[src/rtl/core/vla_pkg.sv]
// shared types and constants for the vector loss and accuracy block
`default_nettype none

package vla_pkg;

    localparam int SAMPLE_W   = 16;
    localparam int DIFF_W     = SAMPLE_W + 1;
    localparam int MAG_W      = SAMPLE_W;
    localparam int SQ_W       = 2 * MAG_W;
    localparam int SIGN_W     = 2;
    localparam int SQ_OUT_W   = 42;
    localparam int ABS_OUT_W  = 26;
    localparam int IN_DATA_W  = 2 * SAMPLE_W;
    localparam int OUT_DATA_W = 88;

    // largest possible magnitude of one difference
    localparam longint unsigned DIFF_MAX = (64'd1 << SAMPLE_W) - 64'd1;

    typedef logic signed [SAMPLE_W-1:0] sample_t;
    typedef logic signed [DIFF_W-1:0]   diff_t;
    typedef logic signed [SIGN_W-1:0]   sign_t;

    localparam sign_t SIGN_LESS    = 2'sb11;
    localparam sign_t SIGN_EQUAL   = 2'sb00;
    localparam sign_t SIGN_GREATER = 2'sb01;

    // payload passed from the compare stage to the accumulate stage
    typedef struct packed {
        diff_t              difference;
        sign_t              sign_compare;
        logic [MAG_W-1:0]   magnitude;
        logic [SQ_W-1:0]    square;
        logic               last;
        logic               argmax_match;
    } stage_t;

endpackage

`default_nettype wire

[src/rtl/core/vector_loss_and_accuracy.sv]
// Accepts one prediction/label pair per clock unless m_tready stalls the output. Each
// request yields one result that passes the input, compare and output stage registers
// on its way to the output: the difference and its sign. Across a vector the block
// keeps saturating sums of squared and absolute error and the first-maximum
// argmax of both streams; the request marked last returns the totals and the
// argmax match flag and clears the running state. Throughput is one request
// per cycle when the output is not stalled, set by the single add-and-saturate
// accumulator loop in the last stage; the squarer sits in the stage before it.
// Elements beyond MAX_ELEMENTS share the last index and the sums saturate at
// their full-vector maxima.
`default_nettype none

module vector_loss_and_accuracy
    import vla_pkg::*;
#(
    parameter int MAX_ELEMENTS = 1024
)
(
    input  wire logic                  clk,
    input  wire logic                  rst_n,
    input  wire logic                  s_tvalid,
    output logic                       s_tready,
    // pred_value [15:0], label_value [31:16]
    input  wire logic [IN_DATA_W-1:0]  s_tdata,
    input  wire logic                  s_tlast,
    output logic                       m_tvalid,
    input  wire logic                  m_tready,
    // difference [16:0], sign_compare [18:17], squared_error_sum [60:19],
    // absolute_error_sum [86:61], argmax_match [87]
    output logic [OUT_DATA_W-1:0]      m_tdata,
    output logic                       m_tlast
);

    localparam int IDX_W   = $clog2(MAX_ELEMENTS);
    localparam int SQA_W   = SQ_W + $clog2(MAX_ELEMENTS);
    localparam int ABSA_W  = MAG_W + $clog2(MAX_ELEMENTS);
    localparam logic [SQA_W-1:0] SQ_CAP =
        SQA_W'(DIFF_MAX * DIFF_MAX * 64'(MAX_ELEMENTS));
    localparam logic [ABSA_W-1:0] ABS_CAP =
        ABSA_W'(DIFF_MAX * 64'(MAX_ELEMENTS));
    localparam logic [IDX_W-1:0] IDX_LAST = IDX_W'(MAX_ELEMENTS - 1);

    // input stage
    logic    s1_valid_reg;
    sample_t s1_pred_reg;
    sample_t s1_label_reg;
    logic    s1_last_reg;

    // compare stage
    logic    s2_valid_reg;
    stage_t  s2_reg;
    stage_t  s2_next;

    // output stage
    logic                  out_valid_reg;
    diff_t                 out_diff_reg;
    sign_t                 out_sign_reg;
    logic                  out_last_reg;
    logic [SQ_OUT_W-1:0]   out_sq_reg;
    logic [ABS_OUT_W-1:0]  out_abs_reg;
    logic                  out_match_reg;

    // running vector state
    logic [IDX_W-1:0]  idx_reg,        idx_next;
    sample_t           best_pred_reg,  best_pred_next;
    logic [IDX_W-1:0]  best_pidx_reg,  best_pidx_next;
    sample_t           best_label_reg, best_label_next;
    logic [IDX_W-1:0]  best_lidx_reg,  best_lidx_next;
    logic [SQA_W-1:0]  sq_acc_reg,     sq_acc_next;
    logic [ABSA_W-1:0] abs_acc_reg,    abs_acc_next;

    logic ready_out;
    logic ready_s2;
    logic s_accept;
    logic move_12;
    logic move_2o;

    diff_t            diff;
    logic [DIFF_W-1:0] diff_neg;
    logic [MAG_W-1:0] mag;
    logic             first_elem;
    logic             take_pred;
    logic             take_label;

    logic [SQA_W:0]    sq_sum;
    logic [ABSA_W:0]   abs_sum;
    logic [SQA_W-1:0]  sq_total;
    logic [ABSA_W-1:0] abs_total;

    assign ready_out = !out_valid_reg || m_tready;
    assign ready_s2  = !s2_valid_reg || ready_out;
    assign s_tready  = !s1_valid_reg || ready_s2;
    assign s_accept  = s_tvalid && s_tready;
    assign move_12   = s1_valid_reg && ready_s2;
    assign move_2o   = s2_valid_reg && ready_out;

    // difference, magnitude, sign and argmax tracking
    always_comb
    begin
        diff     = DIFF_W'(s1_pred_reg) - DIFF_W'(s1_label_reg);
        diff_neg = -diff;
        mag      = diff[DIFF_W-1] ? diff_neg[MAG_W-1:0] : diff[MAG_W-1:0];

        first_elem = (idx_reg == '0);
        take_pred  = first_elem || (s1_pred_reg > best_pred_reg);
        take_label = first_elem || (s1_label_reg > best_label_reg);

        best_pred_next  = take_pred  ? s1_pred_reg  : best_pred_reg;
        best_pidx_next  = take_pred  ? idx_reg      : best_pidx_reg;
        best_label_next = take_label ? s1_label_reg : best_label_reg;
        best_lidx_next  = take_label ? idx_reg      : best_lidx_reg;

        s2_next.difference = diff;
        priority if (s1_pred_reg < s1_label_reg)
            s2_next.sign_compare = SIGN_LESS;
        else if (s1_pred_reg > s1_label_reg)
            s2_next.sign_compare = SIGN_GREATER;
        else
            s2_next.sign_compare = SIGN_EQUAL;
        s2_next.magnitude    = mag;
        s2_next.square       = SQ_W'(mag) * SQ_W'(mag);
        s2_next.last         = s1_last_reg;
        s2_next.argmax_match = (best_pidx_next == best_lidx_next);

        if (s1_last_reg)
        begin
            idx_next        = '0;
            best_pred_next  = '0;
            best_pidx_next  = '0;
            best_label_next = '0;
            best_lidx_next  = '0;
        end
        else if (idx_reg < IDX_LAST)
        begin
            idx_next = idx_reg + IDX_W'(1);
        end
        else
        begin
            idx_next = idx_reg;
        end
    end

    // saturating accumulators
    always_comb
    begin
        sq_sum    = {1'b0, sq_acc_reg} + (SQA_W + 1)'(s2_reg.square);
        abs_sum   = {1'b0, abs_acc_reg} + (ABSA_W + 1)'(s2_reg.magnitude);
        sq_total  = (sq_sum > {1'b0, SQ_CAP}) ? SQ_CAP : sq_sum[SQA_W-1:0];
        abs_total = (abs_sum > {1'b0, ABS_CAP}) ? ABS_CAP : abs_sum[ABSA_W-1:0];
        sq_acc_next  = s2_reg.last ? '0 : sq_total;
        abs_acc_next = s2_reg.last ? '0 : abs_total;
    end

    always_ff @(posedge clk or negedge rst_n)
    begin
        if (!rst_n)
        begin
            s1_valid_reg   <= 1'b0;
            s2_valid_reg   <= 1'b0;
            out_valid_reg  <= 1'b0;
            idx_reg        <= '0;
            best_pred_reg  <= '0;
            best_pidx_reg  <= '0;
            best_label_reg <= '0;
            best_lidx_reg  <= '0;
            sq_acc_reg     <= '0;
            abs_acc_reg    <= '0;
        end
        else
        begin
            if (s_tready)
                s1_valid_reg <= s_tvalid;
            if (ready_s2)
                s2_valid_reg <= s1_valid_reg;
            if (ready_out)
                out_valid_reg <= s2_valid_reg;
            if (move_12)
            begin
                idx_reg        <= idx_next;
                best_pred_reg  <= best_pred_next;
                best_pidx_reg  <= best_pidx_next;
                best_label_reg <= best_label_next;
                best_lidx_reg  <= best_lidx_next;
            end
            if (move_2o)
            begin
                sq_acc_reg  <= sq_acc_next;
                abs_acc_reg <= abs_acc_next;
            end
        end
    end

    // payload registers
    always_ff @(posedge clk)
    begin
        if (s_accept)
        begin
            s1_pred_reg  <= s_tdata[SAMPLE_W-1:0];
            s1_label_reg <= s_tdata[2*SAMPLE_W-1:SAMPLE_W];
            s1_last_reg  <= s_tlast;
        end
        if (move_12)
            s2_reg <= s2_next;
        if (move_2o)
        begin
            out_diff_reg  <= s2_reg.difference;
            out_sign_reg  <= s2_reg.sign_compare;
            out_last_reg  <= s2_reg.last;
            out_sq_reg    <= s2_reg.last ? SQ_OUT_W'(sq_total) : '0;
            out_abs_reg   <= s2_reg.last ? ABS_OUT_W'(abs_total) : '0;
            out_match_reg <= s2_reg.last && s2_reg.argmax_match;
        end
    end

    assign m_tvalid = out_valid_reg;
    assign m_tlast  = out_last_reg;
    assign m_tdata  = {out_match_reg, out_abs_reg, out_sq_reg, out_sign_reg, out_diff_reg};

    // running sums never pass their caps
    assert property (@(posedge clk) disable iff (!rst_n)
        sq_acc_reg <= SQ_CAP && abs_acc_reg <= ABS_CAP)
    else $error("accumulator above cap");

    // index saturates at the last slot
    assert property (@(posedge clk) disable iff (!rst_n)
        idx_reg <= IDX_LAST)
    else $error("element index out of range");

    // a last request clears the index and argmax state
    assert property (@(posedge clk) disable iff (!rst_n)
        move_12 && s1_last_reg |=> idx_reg == '0 && best_pidx_reg == '0
                                   && best_lidx_reg == '0)
    else $error("vector state not cleared after last request");

    // the accumulators clear when the last request leaves for the output
    assert property (@(posedge clk) disable iff (!rst_n)
        move_2o && s2_reg.last |=> sq_acc_reg == '0 && abs_acc_reg == '0)
    else $error("accumulators not cleared after last request");

    // totals only appear on the last result of a vector
    assert property (@(posedge clk) disable iff (!rst_n)
        out_valid_reg && !out_last_reg |-> out_sq_reg == '0 && out_abs_reg == '0
                                           && !out_match_reg)
    else $error("totals on a result that is not last");

endmodule

`default_nettype wire
[config.mk]
export PLATFORM = sky130hd
export DESIGN_NAME = vector_loss_and_accuracy
export DESIGN_NICKNAME = d
export VERILOG_FILES = /design/src/rtl/core/vla_pkg.sv /design/src/rtl/core/vector_loss_and_accuracy.sv
export SDC_FILE = /design/constraint.sdc
export NUM_CORES = 1
export LEC_CHECK = 0
export BUFFER_PORTS_ARGS = -buffer_cell sky130_fd_sc_hd__buf_2
export CAP_MARGIN = 40
export CELL_PAD_IN_SITES_DETAIL_PLACEMENT = 0
export CELL_PAD_IN_SITES_GLOBAL_PLACEMENT = 1
export CORE_UTILIZATION = 50
export CTS_CLUSTER_DIAMETER = 30
export CTS_CLUSTER_SIZE = 10
export DETAILED_ROUTE_END_ITERATION = 8
export PLACE_DENSITY = 0.83
export REMOVE_ABC_BUFFERS = 1
export SLEW_MARGIN = 40
export SYNTH_ARGS = -nofsm -noshare
export SYNTH_HDL_FRONTEND = slang
export SYNTH_SLANG_ARGS = --single-unit
[constraint.sdc]
create_clock -name clk -period 10.8 [get_ports clk]
set_input_delay 0.54 -clock clk [delete_from_list [all_inputs] [get_ports clk]]
set_output_delay 0.54 -clock clk [all_outputs]
set_load 0.02 [all_outputs]
==> results.json <==
{
  "post-cts-setup-buffer-count": 0,
  "wl_um": 62900,
  "std_cell_rows": 81,
  "maxSlewViolCount": 0,
  "largest_reg_flops": 66,
  "area_growth_pct": 17.4,
  "ys_warn_count": 0,
  "diodes": 0,
  "cts_tree": "yes",
  "tns_ps": 0,
  "avgSynthCellArea_um2": 10.0,
  "drc": 0,
  "final_antenna_net_count": 0,
  "ys_dominant_reg_cell": "edfxtp_1",
  "first_global_vias": 19931,
  "max_freq_ghz": 0.0989,
  "io_pins": 128,
  "synth_edf_count": 188,
  "grt_setup_unrepaired": "false",
  "finalSetupViolations": 0,
  "antenna_found_initial": 0,
  "routed_via_density": 5.76,
  "holdWs_ps": 95.2,
  "cp_max_fo": 10,
  "grt_pass1_wl_um": 103000,
  "slew_headroom_pct": 46.4,
  "cap_violations": 0,
  "overflow": 0,
  "synth-seq-area-share_pct": 35.9,
  "end_kind": "flop",
  "final_cell_mix": "inv_1, ha_1, nand2_1",
  "cts.path.max_buffers": 3,
  "routedWlPerCell_um": 18.7,
  "fill_cells": 4154,
  "crit_arrival_ps": 10460,
  "numCtsBuffers": 84,
  "synth_seq_cells": 321,
  "vias": 19406,
  "gp_congestion": 0.945,
  "fin_crit_sh_pct": 93.6,
  "place_hpwl_um": 45700,
  "firstDrtPassIters": 6,
  "gr-usage-all-layers_pct": 25.7,
  "fp.dieW_um": 226,
  "max_stage_delay_ps": 560,
  "fp.dieH_um": 226,
  "initial_utilization_pct": 50.8,
  "status": "complete, no violations",
  "period_needed_ps": 10110,
  "dieArea_um2": 50900,
  "numClockSinks": 321,
  "syn_inst": 2487,
  "cts_max_level": 3,
  "grt_max_degree": 72,
  "start_kind": "flop",
  "yosys.area.top_type_share_pct": 22.6,
  "insertion_delay_ps": 620,
  "tightest_slew_ps": 800,
  "drt_iter0_drc": 1376,
  "crit_required_ps": 11150,
  "netlist_area_um2": 25000,
  "synth_top_area_cell": "edfxtp_1",
  "clkTransAtPathRegs_ps": 50,
  "fin_area_um2": 29300,
  "post_dp_cell_area_um2": 26300,
  "final_common_cell": "inv_1",
  "crit_path_top_delay_cell": "fa_1",
  "final_net_count": 3033,
  "ys_types": 100,
  "drive_gt1_share_pct": 14.2,
  "holdCritPathClass": "primary input to flop",
  "port_buffers": 127,
  "clock_skew_ps": 26.0,
  "crit_type": "flop to flop",
  "synthArstFlopShare_pct": 41.4,
  "synth_area_leaders": "edfxtp_1, dfrtp_1, fa_1, ha_1, inv_1",
  "hold_viol": 0,
  "timing.critical_path.mode_cell": "fa_1",
  "core_area_um2": 49200,
  "cts_root_buf": "clkbuf_16"
}
cell usage after synthesis (all sizes together), types with 7 or more instances:
cell type and instances:
o41ai 21, o211ai 7, o21ai 100, a31oi 25
nor2b 13, nand4 26, o22a 10, a32o 7
nand2b 18, and2 18, a32oi 7, a21o 57
nand3 56, buf 27, a211o 8, nor2 179
dfrtp 133, a22oi 27, xnor2 79, a21oi 144
and4 7, o31ai 7, o21a 16, a22o 38
a211oi 19, xor2 42, fa 166, inv 321
a41oi 7, ha 196, edfxtp 188, nor3 39
nand2 194, clkbuf 77, nor4 28, and3 28
o22ai 26, o21bai 12, clkinv 9
worst paths after layout:
kind	startpoint	cells past startpoint	slack [ps]	end
max	s1_label_reg[0]	34	690	s2_reg[33]
min	s_tlast	1	100	s1_last_reg
max reg2reg	s1_label_reg[0]	34	690	s2_reg[33]
min reg2reg	s2_reg[54]	0	420	out_diff_reg[2]
max in group asynchronous	rst_n	3	9160	best_lidx_reg[1]
min in group asynchronous	rst_n	2	510	abs_acc_reg[22]
critical path, delay by kind of cell, from the launching register on:
kind                     cells  cell delay, ps
AND/OR/NAND/NOR              6            1330
flip-flops                   1             410
XOR/XNOR                     3             750
adder cells (fa/ha/maj)      9            4020
buffers and inverters        6             880
AO/OA/AOI/OAI               10            2430
area by class of cell:
type | instances | area (um^2) | share of cell area, %
repair buffers | 165 | 948 | 3.23
inverters | 330 | 1240 | 4.23
clock buffers | 105 | 2290 | 7.81
flip-flops and latches | 321 | 8970 | 30.6
well taps | 664 | 831 | 2.83
multi-input cells | 1732 | 14400 | 49.0
clock inverters | 53 | 682 | 2.32
through the flow:
step	std cells	worst slack, ps	utilization [%]
after detailed placement	3210	577	53.5
after CTS	3369	484	59.6
after floorplan	2383	1170	-
final	3370	692	59.7
after global routing	3370	85.8	59.7
after global placement	3209	745	53.4
timing repair:
action	in CTS	in global routing
hold buffers	1	0
endpoints found under the setup margin	0	1
hold endpoints to repair	4	0
gates resized for setup	0	1
metal layers:
layer / track usage [%] / part of all wire, % / vias up
met2: 43.2 / 49 / 589
met3: 4.75 / 5.5 / 141
met5: 0 / 0 / -
met1: 32.7 / 43 / 9568
li1: - / - / 9108
met4: 10.5 / 3.4 / 0
kinds of logic (layout without fill, tap and decap cells):
logic type / count (synthesis) / count (layout) / share of synthesized area, %
and+or+nand+nor: 644 / 644 / 12.5
buffers and inverters: 434 / 653 / 6.84
DFF: 321 / 321 / 35.9
AOI/OAI and AO/OA: 598 / 598 / 17.0
muxes: 6 / 6 / 0.250
adders and majority gates: 362 / 362 / 23.1
xor gates and xnor gates: 122 / 122 / 4.36
Power is left out: the tool's default activity adds up to more than one toggle a clock period on the data nets, which glitch-free logic cannot reach.
